<file path="src/hdl/pwi_pkg.sv">
// Shared types and constants for the pulse window integrator.
// Holds field widths, register defaults, FSM state type and control structs.
// No dependencies.
package pwi_pkg;

	localparam int CHANNELS  = 9;
	localparam int CH_IDX_W  = (CHANNELS > 1) ? $clog2(CHANNELS) : 1;

	localparam int CH_W      = 4;
	localparam int IDX_W     = 10;
	localparam int VAL_W     = 12;
	localparam int GRP_W     = 2;
	localparam int THR_W     = 12;
	localparam int LEN_W     = 10;
	localparam int HIGH_W    = 11;
	localparam int CNT_W     = 2;
	localparam int ACC_W     = 35;
	localparam int BASE_W    = 22;
	localparam int PROD_W    = VAL_W + LEN_W;
	localparam int DIFF_W    = BASE_W + 2;
	localparam int CFG_IDX_W = 3;
	localparam int CFG_DAT_W = 12;

	localparam logic [THR_W-1:0]  THR_RST     = THR_W'(3000);
	localparam logic [LEN_W-1:0]  BLEN_RST    = LEN_W'(100);
	localparam logic [IDX_W-1:0]  EARLY_RST   = IDX_W'(200);
	localparam logic [IDX_W-1:0]  LEAD_LO_RST = IDX_W'(160);
	localparam logic [IDX_W-1:0]  LEAD_HI_RST = IDX_W'(200);
	localparam logic [IDX_W-1:0]  SEC_LO_RST  = IDX_W'(200);
	localparam logic [HIGH_W-1:0] SEC_HI_RST  = HIGH_W'(1000);

	localparam logic [BASE_W-1:0] BASE_MAX = {BASE_W{1'b1}};
	localparam logic [ACC_W-1:0]  ACC_MAX  = {1'b0, {(ACC_W-1){1'b1}}};
	localparam logic [ACC_W-1:0]  ACC_MIN  = {1'b1, {(ACC_W-1){1'b0}}};

	localparam logic [CNT_W-1:0] CNT_NONE = 2'd0;
	localparam logic [CNT_W-1:0] CNT_ONE  = 2'd1;
	localparam logic [CNT_W-1:0] CNT_TWO  = 2'd2;

	typedef enum logic [CFG_IDX_W-1:0] {
		REG_THRESHOLD = 3'd0,
		REG_BASE_LEN  = 3'd1,
		REG_EARLY     = 3'd2,
		REG_LEAD_LO   = 3'd3,
		REG_LEAD_HI   = 3'd4,
		REG_SEC_LO    = 3'd5,
		REG_SEC_HI    = 3'd6
	} cfg_reg_t;

	typedef enum logic [1:0] {
		ST_IDLE,
		ST_MUL,
		ST_UPD,
		ST_EMIT
	} state_t;

	typedef struct packed {
		logic capture;
		logic update;
		logic walk_start;
		logic walk_step;
		logic load_out;
		logic clear;
	} cmd_t;

	typedef struct packed {
		logic keep;
		logic walk_last;
		logic out_free;
	} status_t;

endpackage

</file>
<file path="src/hdl/pulse_window_integrator.sv">
// Top level of the pulse window integrator.
// Joins pwi_ctrl and pwi_datapath; depends on pwi_pkg.
//
// Usage:
//   Sample channel: sample_valid/sample_stall carry kind, channel, sample_index,
//   sample_value and group. A transaction completes on a clock edge with
//   sample_valid high and sample_stall low.
//   A kept sample (group 0, index below second_high, channel in range) passes
//   through capture, product register (value times baseline_length), then
//   read-modify-write of the channel's accumulators. An ignored one is dropped.
//   An end-of-event transaction walks the channels one per cycle, while the
//   receiver does not stall, through the result register, giving one result
//   per channel, last set on the final one.
//   Per-channel state clears as the last result is loaded.
//   Result channel: result_valid/result_stall; a stalled result holds and the
//   walk waits. The next sample can be taken while the last result waits.
//   Configuration: cfg_valid/cfg_ready with cfg_index and cfg_data; cfg_ready
//   is always high. Write only while the block is idle.
//   Reset (arst_n low) loads the register defaults and zeroes all channels.
module pulse_window_integrator (
	input  logic                          clk,
	input  logic                          arst_n,
	input  logic                          sample_valid,
	output logic                          sample_stall,
	input  logic                          kind,
	input  logic [pwi_pkg::CH_W-1:0]      channel,
	input  logic [pwi_pkg::IDX_W-1:0]     sample_index,
	input  logic [pwi_pkg::VAL_W-1:0]     sample_value,
	input  logic [pwi_pkg::GRP_W-1:0]     group,
	output logic                          result_valid,
	input  logic                          result_stall,
	output logic [pwi_pkg::CH_W-1:0]      result_channel,
	output logic [pwi_pkg::CNT_W-1:0]     pulse_count,
	output logic signed [pwi_pkg::ACC_W-1:0] lead_integral,
	output logic signed [pwi_pkg::ACC_W-1:0] second_integral,
	output logic                          last,
	input  logic                          cfg_valid,
	output logic                          cfg_ready,
	input  logic [pwi_pkg::CFG_IDX_W-1:0] cfg_index,
	input  logic [pwi_pkg::CFG_DAT_W-1:0] cfg_data
);
	import pwi_pkg::*;

	cmd_t    cmd;
	status_t status;

	assign cfg_ready = 1'b1;

	pwi_ctrl u_ctrl (
		.clk          (clk),
		.arst_n       (arst_n),
		.sample_valid (sample_valid),
		.kind         (kind),
		.sample_stall (sample_stall),
		.status       (status),
		.cmd          (cmd)
	);

	pwi_datapath u_datapath (
		.clk             (clk),
		.arst_n          (arst_n),
		.cfg_valid       (cfg_valid),
		.cfg_ready       (cfg_ready),
		.cfg_index       (cfg_index),
		.cfg_data        (cfg_data),
		.channel         (channel),
		.sample_index    (sample_index),
		.sample_value    (sample_value),
		.group           (group),
		.result_stall    (result_stall),
		.result_valid    (result_valid),
		.result_channel  (result_channel),
		.pulse_count     (pulse_count),
		.lead_integral   (lead_integral),
		.second_integral (second_integral),
		.last            (last),
		.cmd             (cmd),
		.status          (status)
	);

endmodule

</file>
<file path="src/hdl/pwi_ctrl.sv">
// Controller state machine for the pulse window integrator.
// Sequences sample capture, multiply, update and the end-of-event walk.
// Depends on pwi_pkg.
module pwi_ctrl (
	input  logic              clk,
	input  logic              arst_n,
	input  logic              sample_valid,
	input  logic              kind,
	output logic              sample_stall,
	input  pwi_pkg::status_t  status,
	output pwi_pkg::cmd_t     cmd
);
	import pwi_pkg::*;

	state_t state_q, state_nxt;

	always_ff @(posedge clk or negedge arst_n) begin
		if (!arst_n) begin
			state_q <= ST_IDLE;
		end else begin
			state_q <= state_nxt;
		end
	end

	always_comb begin
		state_nxt    = state_q;
		cmd          = '0;
		sample_stall = 1'b1;
		unique case (state_q)
			ST_IDLE: begin
				sample_stall = 1'b0;
				if (sample_valid) begin
					cmd.capture = 1'b1;
					if (kind) begin
						cmd.walk_start = 1'b1;
						state_nxt      = ST_EMIT;
					end else begin
						state_nxt = ST_MUL;
					end
				end
			end
			ST_MUL: begin
				// drop samples outside the record, channel range or group
				state_nxt = status.keep ? ST_UPD : ST_IDLE;
			end
			ST_UPD: begin
				cmd.update = 1'b1;
				state_nxt  = ST_IDLE;
			end
			ST_EMIT: begin
				if (status.out_free) begin
					cmd.load_out = 1'b1;
					if (status.walk_last) begin
						cmd.clear = 1'b1;
						state_nxt = ST_IDLE;
					end else begin
						cmd.walk_step = 1'b1;
					end
				end
			end
			default: state_nxt = ST_IDLE;
		endcase
	end

endmodule

</file>
<file path="src/hdl/pwi_datapath.sv">
// Datapath for the pulse window integrator: config registers, per-channel
// accumulators, product register and result output register.
// Depends on pwi_pkg.
module pwi_datapath (
	input  logic                          clk,
	input  logic                          arst_n,
	input  logic                          cfg_valid,
	input  logic                          cfg_ready,
	input  logic [pwi_pkg::CFG_IDX_W-1:0] cfg_index,
	input  logic [pwi_pkg::CFG_DAT_W-1:0] cfg_data,
	input  logic [pwi_pkg::CH_W-1:0]      channel,
	input  logic [pwi_pkg::IDX_W-1:0]     sample_index,
	input  logic [pwi_pkg::VAL_W-1:0]     sample_value,
	input  logic [pwi_pkg::GRP_W-1:0]     group,
	input  logic                          result_stall,
	output logic                          result_valid,
	output logic [pwi_pkg::CH_W-1:0]      result_channel,
	output logic [pwi_pkg::CNT_W-1:0]     pulse_count,
	output logic signed [pwi_pkg::ACC_W-1:0] lead_integral,
	output logic signed [pwi_pkg::ACC_W-1:0] second_integral,
	output logic                          last,
	input  pwi_pkg::cmd_t                 cmd,
	output pwi_pkg::status_t              status
);
	import pwi_pkg::*;

	// configuration
	logic [THR_W-1:0]  thr_q;
	logic [LEN_W-1:0]  blen_q;
	logic [IDX_W-1:0]  early_q;
	logic [IDX_W-1:0]  lead_lo_q;
	logic [IDX_W-1:0]  lead_hi_q;
	logic [IDX_W-1:0]  sec_lo_q;
	logic [HIGH_W-1:0] sec_hi_q;

	always_ff @(posedge clk or negedge arst_n) begin
		if (!arst_n) begin
			thr_q     <= THR_RST;
			blen_q    <= BLEN_RST;
			early_q   <= EARLY_RST;
			lead_lo_q <= LEAD_LO_RST;
			lead_hi_q <= LEAD_HI_RST;
			sec_lo_q  <= SEC_LO_RST;
			sec_hi_q  <= SEC_HI_RST;
		end else if (cfg_valid && cfg_ready) begin
			unique case (cfg_index)
				REG_THRESHOLD: thr_q     <= cfg_data[THR_W-1:0];
				REG_BASE_LEN:  blen_q    <= cfg_data[LEN_W-1:0];
				REG_EARLY:     early_q   <= cfg_data[IDX_W-1:0];
				REG_LEAD_LO:   lead_lo_q <= cfg_data[IDX_W-1:0];
				REG_LEAD_HI:   lead_hi_q <= cfg_data[IDX_W-1:0];
				REG_SEC_LO:    sec_lo_q  <= cfg_data[IDX_W-1:0];
				REG_SEC_HI:    sec_hi_q  <= cfg_data[HIGH_W-1:0];
				default: ;
			endcase
		end
	end

	// captured sample
	logic [CH_W-1:0]   ch_q;
	logic [IDX_W-1:0]  idx_q;
	logic [VAL_W-1:0]  val_q;
	logic [GRP_W-1:0]  grp_q;
	logic [PROD_W-1:0] prod_q;

	always_ff @(posedge clk) begin
		if (cmd.capture) begin
			ch_q  <= channel;
			idx_q <= sample_index;
			val_q <= sample_value;
			grp_q <= group;
		end
		prod_q <= val_q * blen_q;
	end

	assign status.keep = (grp_q == '0) && ({1'b0, idx_q} < sec_hi_q) &&
		({1'b0, ch_q} < (CH_W+1)'(CHANNELS));

	// per-channel state
	logic [BASE_W-1:0] base_q  [CHANNELS];
	logic [ACC_W-1:0]  lead_q  [CHANNELS];
	logic [ACC_W-1:0]  sec_q   [CHANNELS];
	logic              low_q   [CHANNELS];
	logic              early_seen_q [CHANNELS];
	logic [CH_IDX_W-1:0] walk_q;

	logic [CH_IDX_W-1:0] rd_idx;
	logic [BASE_W-1:0]   base_rd;
	logic [ACC_W-1:0]    lead_rd;
	logic [ACC_W-1:0]    sec_rd;
	logic                low_rd;
	logic                early_rd;

	assign rd_idx   = cmd.update ? ch_q[CH_IDX_W-1:0] : walk_q;
	assign base_rd  = base_q[rd_idx];
	assign lead_rd  = lead_q[rd_idx];
	assign sec_rd   = sec_q[rd_idx];
	assign low_rd   = low_q[rd_idx];
	assign early_rd = early_seen_q[rd_idx];

	logic              low_nxt;
	logic              early_nxt;
	logic              in_base;
	logic              in_lead;
	logic              in_sec;
	logic [BASE_W:0]   base_sum;
	logic [BASE_W-1:0] base_nxt;
	logic signed [DIFF_W-1:0] diff;
	logic [ACC_W-1:0]  acc_sel;
	logic signed [ACC_W:0] acc_sum;
	logic [ACC_W-1:0]  acc_nxt;

	always_comb begin
		low_nxt   = low_rd || (val_q < thr_q);
		early_nxt = early_rd || ((idx_q < early_q) && low_nxt);
		in_base   = idx_q < blen_q;
		in_lead   = !in_base && (idx_q > lead_lo_q) && (idx_q < lead_hi_q);
		in_sec    = !in_base && !in_lead && (idx_q > sec_lo_q) &&
			({1'b0, idx_q} < sec_hi_q);
		base_sum  = {1'b0, base_rd} + (BASE_W+1)'(val_q);
		base_nxt  = base_sum[BASE_W] ? BASE_MAX : base_sum[BASE_W-1:0];
		diff      = $signed({2'b00, base_rd}) - $signed({2'b00, prod_q});
		acc_sel   = in_lead ? lead_rd : sec_rd;
		acc_sum   = $signed({acc_sel[ACC_W-1], acc_sel}) + (ACC_W+1)'(diff);
		// saturate when the two top bits disagree
		if (acc_sum[ACC_W] != acc_sum[ACC_W-1]) begin
			acc_nxt = acc_sum[ACC_W] ? ACC_MIN : ACC_MAX;
		end else begin
			acc_nxt = acc_sum[ACC_W-1:0];
		end
	end

	always_ff @(posedge clk or negedge arst_n) begin
		if (!arst_n) begin
			for (int i = 0; i < CHANNELS; i++) begin
				base_q[i]       <= '0;
				lead_q[i]       <= '0;
				sec_q[i]        <= '0;
				low_q[i]        <= 1'b0;
				early_seen_q[i] <= 1'b0;
			end
		end else if (cmd.clear) begin
			for (int i = 0; i < CHANNELS; i++) begin
				base_q[i]       <= '0;
				lead_q[i]       <= '0;
				sec_q[i]        <= '0;
				low_q[i]        <= 1'b0;
				early_seen_q[i] <= 1'b0;
			end
		end else if (cmd.update) begin
			low_q[rd_idx]        <= low_nxt;
			early_seen_q[rd_idx] <= early_nxt;
			if (in_base) begin
				base_q[rd_idx] <= base_nxt;
			end
			if (in_lead) begin
				lead_q[rd_idx] <= acc_nxt;
			end
			if (in_sec) begin
				sec_q[rd_idx] <= acc_nxt;
			end
		end
	end

	// channel walk for end of event
	always_ff @(posedge clk or negedge arst_n) begin
		if (!arst_n) begin
			walk_q <= '0;
		end else if (cmd.walk_start) begin
			walk_q <= '0;
		end else if (cmd.walk_step) begin
			walk_q <= walk_q + 1'b1;
		end
	end

	assign status.walk_last = (walk_q == CH_IDX_W'(CHANNELS - 1));

	// result output register
	logic res_valid_q;

	assign status.out_free = !res_valid_q || !result_stall;
	assign result_valid    = res_valid_q;

	always_ff @(posedge clk or negedge arst_n) begin
		if (!arst_n) begin
			res_valid_q <= 1'b0;
		end else if (cmd.load_out) begin
			res_valid_q <= 1'b1;
		end else if (!result_stall) begin
			res_valid_q <= 1'b0;
		end
	end

	always_ff @(posedge clk) begin
		if (cmd.load_out) begin
			result_channel  <= CH_W'(walk_q);
			lead_integral   <= lead_rd;
			second_integral <= sec_rd;
			last            <= status.walk_last;
			if (low_rd && early_rd) begin
				pulse_count <= CNT_TWO;
			end else if (low_rd || early_rd) begin
				pulse_count <= CNT_ONE;
			end else begin
				pulse_count <= CNT_NONE;
			end
		end
	end

endmodule
</file>
<file path="config.mk">
export PLATFORM = sky130hd
export DESIGN_NAME = pulse_window_integrator
export DESIGN_NICKNAME = d
export VERILOG_FILES = /design/src/hdl/pwi_pkg.sv /design/src/hdl/pulse_window_integrator.sv /design/src/hdl/pwi_ctrl.sv /design/src/hdl/pwi_datapath.sv
export SDC_FILE = /design/constraint.sdc
export NUM_CORES = 2
export LEC_CHECK = 0
export ABC_AREA = 1
export BUFFER_PORTS_ARGS = -buffer_cell sky130_fd_sc_hd__buf_2
export CORE_MARGIN = 3
export CORE_UTILIZATION = 55
export CTS_CLUSTER_DIAMETER = 60
export DETAILED_ROUTE_END_ITERATION = 12
export PLACE_DENSITY = 0.71
export SYNTH_ARGS = -nofsm -noshare
export SYNTH_HDL_FRONTEND = slang
export SYNTH_SLANG_ARGS = --single-unit
</file>
<file path="constraint.sdc">
create_clock -name clk -period 9.25 [get_ports clk]
set_clock_uncertainty 0.15 [all_clocks]
set_input_delay 0 -clock clk [delete_from_list [all_inputs] [get_ports clk]]
set_output_delay 0 -clock clk [all_outputs]
set_load 0.02 [all_outputs]
</file>
# Word level (Yosys, flattened, before mapping)
# Cells that the tools add are included.
# word_totals
output_inout_bits	80
ff_bits	1053
in_bits	49
word_cells	199
# classes
n_bitwise	1
n_eq_ne	15
n_lt_le_gt_ge	10
n_reduce_logical	37
muxes	66
n_mul	1
add_sub_neg	4
# ops
op	count
315-bit two-way mux	6
315-bit bitwise mux	2
198-bit two-way mux	3
35-bit binary-select mux with 4-bit select	2
35-bit two-way mux	8
198-bit bitwise mux	1
35-bit demux with 4-bit select	1
22-bit binary-select mux with 4-bit select	1
22-bit demux with 4-bit select	1
22-bit two-way mux	4
35-bit by 23-bit adder with 36-bit output	1
9-bit two-way mux	4
10-bit < comparator	3
22-bit by 12-bit adder with 23-bit output	1
22-bit by 22-bit subtractor with 23-bit output	1
12-bit by 10-bit multiplier with 22-bit output	1
10-bit > comparator	2
2-bit AND reduction	10
9-bit bitwise mux	2
1-bit two-way mux	17
12-bit < comparator	1
4-bit two-way mux	3
10-bit by 11-bit < comparator with 1-bit output	1
1-bit logical AND	10
other kinds (25)	48

# Depth between registers and ports, before layout
# depth
word_depth	15
mapped_depth	44
mapped_depth_nobuf	36

# By module
# Synthesis repeated with hierarchy kept, for this count alone.
# hier_totals
hier_cells	6902
area_unflattened_um2	56382.8
# by_module_without_submodules
mod	n_inst	area_per_inst_um2	cells_per_inst	seq_area_each_um2
pwi_datapath	1	56226.4	6878	26749.4
pwi_ctrl	1	145.1	22	50.0
pulse_window_integrator	1	11.3	2	0.0

# Worst setup path after synthesis
# OpenSTA, ideal clock, no wires.
# synth_timing
path_type	reg-to-reg
startpoint	register u_ctrl.state_q[0]
endpoint	register u_datapath.sec_q[93] in the netlist's numbering
period_less_slack_ns	6.691
path_stages_with_launch	42
setup_ns	0.119
arrival_time_ns	6.423
setup_slack_ns	2.559
required_time_ns	8.981
n_path_buf	9
cell_sequence	dfrtp_1 -> inv_1 -> nand2_2 -> buf_6 -> nand2_1 -> o21ai_4 -> nand2_2 -> buf_2 -> buf_4 -> inv_1 -> buf_2 -> buf_2 -> buf_2 -> a2bb2oi_1 -> o221ai_1 -> a221oi_1 -> ha_1 -> a21oi_1 -> [6 not listed] -> nand2_1 -> a31oi_1 -> ha_1 -> a21oi_1 -> o21ai_0 -> a21oi_1 -> nor2_1 -> nor3_1 -> nand2_1 -> nand2_1 -> nand2_1 -> nor2_1 -> inv_1 -> buf_2 -> buf_2 -> buf_2 -> nand4_1 -> nand2_1
# synth_between
elab_chain_cells	15
word_cells_on_any_way	33
classes_between	add/sub: 2; order compare: 2; eq/ne: 3; mux: 21; bitwise: 1; reduce/logical: 4
# synth_rtl
item	line	text
from (decl)	pwi_ctrl.sv:15	state_t state_q, state_nxt;
from (signal assigned)	pwi_ctrl.sv:21	state_q <= state_nxt;
2-bit == test	pwi_ctrl.sv:29	unique case (state_q)
1-bit two-way mux	pwi_ctrl.sv:29	
4-bit two-way mux	pwi_datapath.sv:94	assign rd_idx = cmd.update ? ch_q[CH_IDX_W-1:0] : walk_q;
4-bit NOT with 5-bit output (not written as such)	--	
22-bit binary-select mux with 4-bit select, or another cell as far along	pwi_datapath.sv:95	assign base_rd = base_q[rd_idx];
22-bit two-way mux (not written as such), or another cell as far along (2 in a row)	pwi_datapath.sv:95	
22-bit by 22-bit subtractor with 23-bit output / 35-bit two-way mux (equally long branches)	pwi_datapath.sv:122, pwi_datapath.sv:123	
35-bit by 23-bit adder with 36-bit output	pwi_datapath.sv:124	acc_sum = $signed({acc_sel[ACC_W-1], acc_sel}) + (ACC_W+1)'(diff);
35-bit two-way mux / 1-bit != test (equally long branches)	pwi_datapath.sv:127, pwi_datapath.sv:126	
35-bit two-way mux	pwi_datapath.sv:126	if (acc_sum[ACC_W] != acc_sum[ACC_W-1]) begin
315-bit bitwise mux	pwi_datapath.sv:160	sec_q[rd_idx] <= acc_nxt;
315-bit two-way mux	pwi_datapath.sv:159	if (in_sec) begin
315-bit two-way mux	pwi_datapath.sv:150	end else if (cmd.update) begin
315-bit two-way mux	pwi_datapath.sv:142	end else if (cmd.clear) begin
to (signal, indexed assignment)	pwi_datapath.sv:160	
to (decl)	pwi_datapath.sv:82	logic [ACC_W-1:0] sec_q [CHANNELS];
# Parallel ways exist; a longest one is shown, timed or not. The select of a mux whose other input is x is not followed.
# A chain may end at the register's enable or synchronous reset.

# Worst setup path in the final report
# layout_timing
startpoint	register u_ctrl.state_q[0]
endpoint	register u_datapath.sec_q[162] in the netlist's numbering
# The elaborated chain is that of the path after synthesis.

==> reports/metrics.cfg <==
[clock_network]
clk_latency_ps=720
root_buffer=clkbuf_16
cts_tree=yes
cts_htree_levels=3
clk_path_buf_depth=3
cts_resized=0
clock-sinks=1053
cts_made_buffers=114
clkTransAtPathRegs_ps=60

[critical_path]
r2r-end=u_datapath.sec_q[162]
cpPeakStageDelay_ps=810
required_ps=9730
path_buf_inv=6
arrival_ps=8940
r2r_slack_ps=780
cp_slowest_cell=buf_4
crit_path_frequent_cell=a21oi_1
cp_max_fo=85
critical_path.top_delay_family=compound AO/OA/AOI/OAI gates
worstSetupPathType=register to register
ff2ff_path_depth=32
startpoint_type=register
regToRegStartpoint=u_ctrl.state_q[0]
crit_path_end_kind=register

[min_path]
hold_path.startpoint=sample_valid
min_path_type=input pin to register
whs_path_depth=4
whs_endpoint=u_ctrl.state_q[0]

[route]
vias=50100
viasPerCell=6.09
drc=0
ant_nets=0
avgRoutedWirePerCell_um=23.0
totalWireLength_um=190000
drt-initial-drc-count=6043
drtPass1Iterations=8

[cells_and_area]
final_common_cell=nand2_1
fin_util_pct=62.6
syn2layout_area_growth_pct=11.8
final_layout_size_suffix_gt1_share_pct=8.10
fillers=8577
fin_area_sq_um=62100
final_nets=7161
mostFrequentLayoutCells=nand2_1, dfrtp_1, inv_1, o21ai_0, nor2_1

[logic_synthesis]
syn_nets=7099
synth_area_leaders=dfrtp_1, nand2_1, edfxtp_1, ha_1, a22oi_1
ys_seq_elements=1053
synth_top_cell_area_share_pct=40.5
synth-edff-count=105
synth_area_sq_um=55600
yosysTopAreaCell=dfrtp_1
synth-main-ff-cell=dfrtp_1
synthCells=6774
yosysUniqueCellTypes=58
ys.warnings.count=0
synth.avg_cell_area_sq_um=8.21
ys_seq_area_share_pct=48.2
async_flop_share_pct=87.9

[placement]
dp_worst_setup_slack_ps=1000
place_congestion=0.973
placed_area_sq_um=57300
hpwl_um=115000
portBuffers=127

[floorplanning]
start_util_pct=56.0
fp-row-count=115
io_pins=129
dieArea_sq_um=105000
die_x_um=324
die_h_um=324
design.core.area_sq_um=99300

[timing]
worstMarginPinSlew_ps=1220
timing.final.ws_setup_ps=781
rsz0062_at_grt=false
setup_viol_count_final=0
relSlewSlack_pct=18.7
timing.final.crit_share_pct=91.6
fin_tns_setup_ps=0
drv_slew=0
fin_crit_ps=8470
fmax_mhz=118
hold_viol=0

[grt]
grt_pass1_wl_um=289000
gr-usage-all-layers_pct=36.0
antenna_found_initial=5
grt.overflow.total=0
grt_max_degree=179
grt_pass1_vias=48500

[run_status]
status=finished, final reports clean

[run]
maxCapViolCount=0

per-layer routing:
metal | track usage, % | up-vias | part of all wire, %
li1 | - | 22400 | -
met1 | 49.3 | 24200 | 39
met2 | 54.8 | 2953 | 44
met3 | 8.39 | 568 | 12
met4 | 16.3 | 0 | 5.1
met5 | 0 | - | 0
worst min-delay path, stage by stage:
cell	delay, ps
dlygate4sd3_1	530
buf_2	120
inv_1	80
o21ai_0	210
kinds of logic after synthesis:
family          count (synthesis)  synth area share, %
simple gates                 3276                 23.7
buf+inv                       857                 5.97
fa+ha+maj                     276                 7.31
flops                        1053                 48.2
other cells                     1              0.00674
compound gates               1234                 13.6
xor+xnor                       77                 1.21
area by class of cell:
| cell class | count | area [sq um] | share of cell area, % |
|---|---|---|---|
| sequential | 1053 | 26800 | 43.1 |
| multi-input combinational | 4864 | 25600 | 41.2 |
| inverter | 480 | 1830 | 2.95 |
| clock inverter | 46 | 538 | 0.866 |
| timing repair buffer | 323 | 2460 | 3.95 |
| antenna | 3 | 7.51 | 0.0121 |
| tap | 1287 | 1610 | 2.59 |
| clock buffer | 169 | 3300 | 5.31 |
sequential cells by signal, summed over array words and instances, names as in the netlist, 10 cells and up:
name                        cells
u_datapath.lead_q             315
u_datapath.sec_q              315
u_datapath.base_q             198
u_datapath.lead_integral       35
u_datapath.second_integral     35
u_datapath.prod_q              22
u_datapath.thr_q               12
u_datapath.val_q               12
u_datapath.sec_hi_q            11
u_datapath.blen_q              10
u_datapath.early_q             10
u_datapath.idx_q               10
u_datapath.lead_hi_q           10
u_datapath.lead_lo_q           10
u_datapath.sec_lo_q            10
synthesized netlist by cell type (all sizes together), types with 9 or more instances:
| cell | n |
|---|---|
| a2bb2oi | 11 |
| dfxtp | 22 |
| nor3 | 13 |
| a22oi | 289 |
| nand2 | 2565 |
| xor2 | 43 |
| o31ai | 12 |
| fa | 81 |
| inv | 476 |
| buf | 97 |
| a31oi | 18 |
| clkbuf | 280 |
| a21oi | 280 |
| o21bai | 9 |
| o221ai | 18 |
| o21ai | 463 |
| edfxtp | 105 |
| dfrtp | 899 |
| a221oi | 12 |
| ha | 195 |
| nor4 | 9 |
| or2 | 10 |
| a211o | 70 |
| a21o | 15 |
| dfstp | 27 |
| nand3 | 238 |
| nand4 | 89 |
| nor2 | 342 |
| xnor2 | 34 |
timing repair:
item | CTS | global route
hold endpoints to repair | 279 | 0
hold buffers | 94 | 0
setup buffers | 0 | 0
per-stage QoR:
step | std cells | hold WS (ps)
2_1_floorplan | 6774 | -446
3_3_place_gp | 7913 | 11.1
3_5_place_dp | 7913 | 2.84
4_1_cts | 8222 | 74.4
5_1_grt | 8222 | 132
6_report | 8225 | 115
how the worst max path moves through the flow:
stage / startpoint / end / slack (ps) / cells after the start
4_1_cts: u_ctrl.state_q[1] / u_datapath.lead_q[162] / 990 / 30
6_report: u_ctrl.state_q[0] / u_datapath.sec_q[162] / 780 / 32
3_5_place_dp: u_ctrl.state_q[1] / u_datapath.lead_q[49] / 1000 / 30
2_1_floorplan: u_ctrl.state_q[0] / u_datapath.sec_q[93] / 2560 / 41
3_3_place_gp: u_ctrl.state_q[1] / u_datapath.lead_q[224] / 1200 / 30
5_1_grt: u_ctrl.state_q[1] / u_datapath.sec_q[162] / 190 / 30
Power is left out: the tool's default activity adds up to more than one toggle a clock period on the data nets, which glitch-free logic cannot reach.
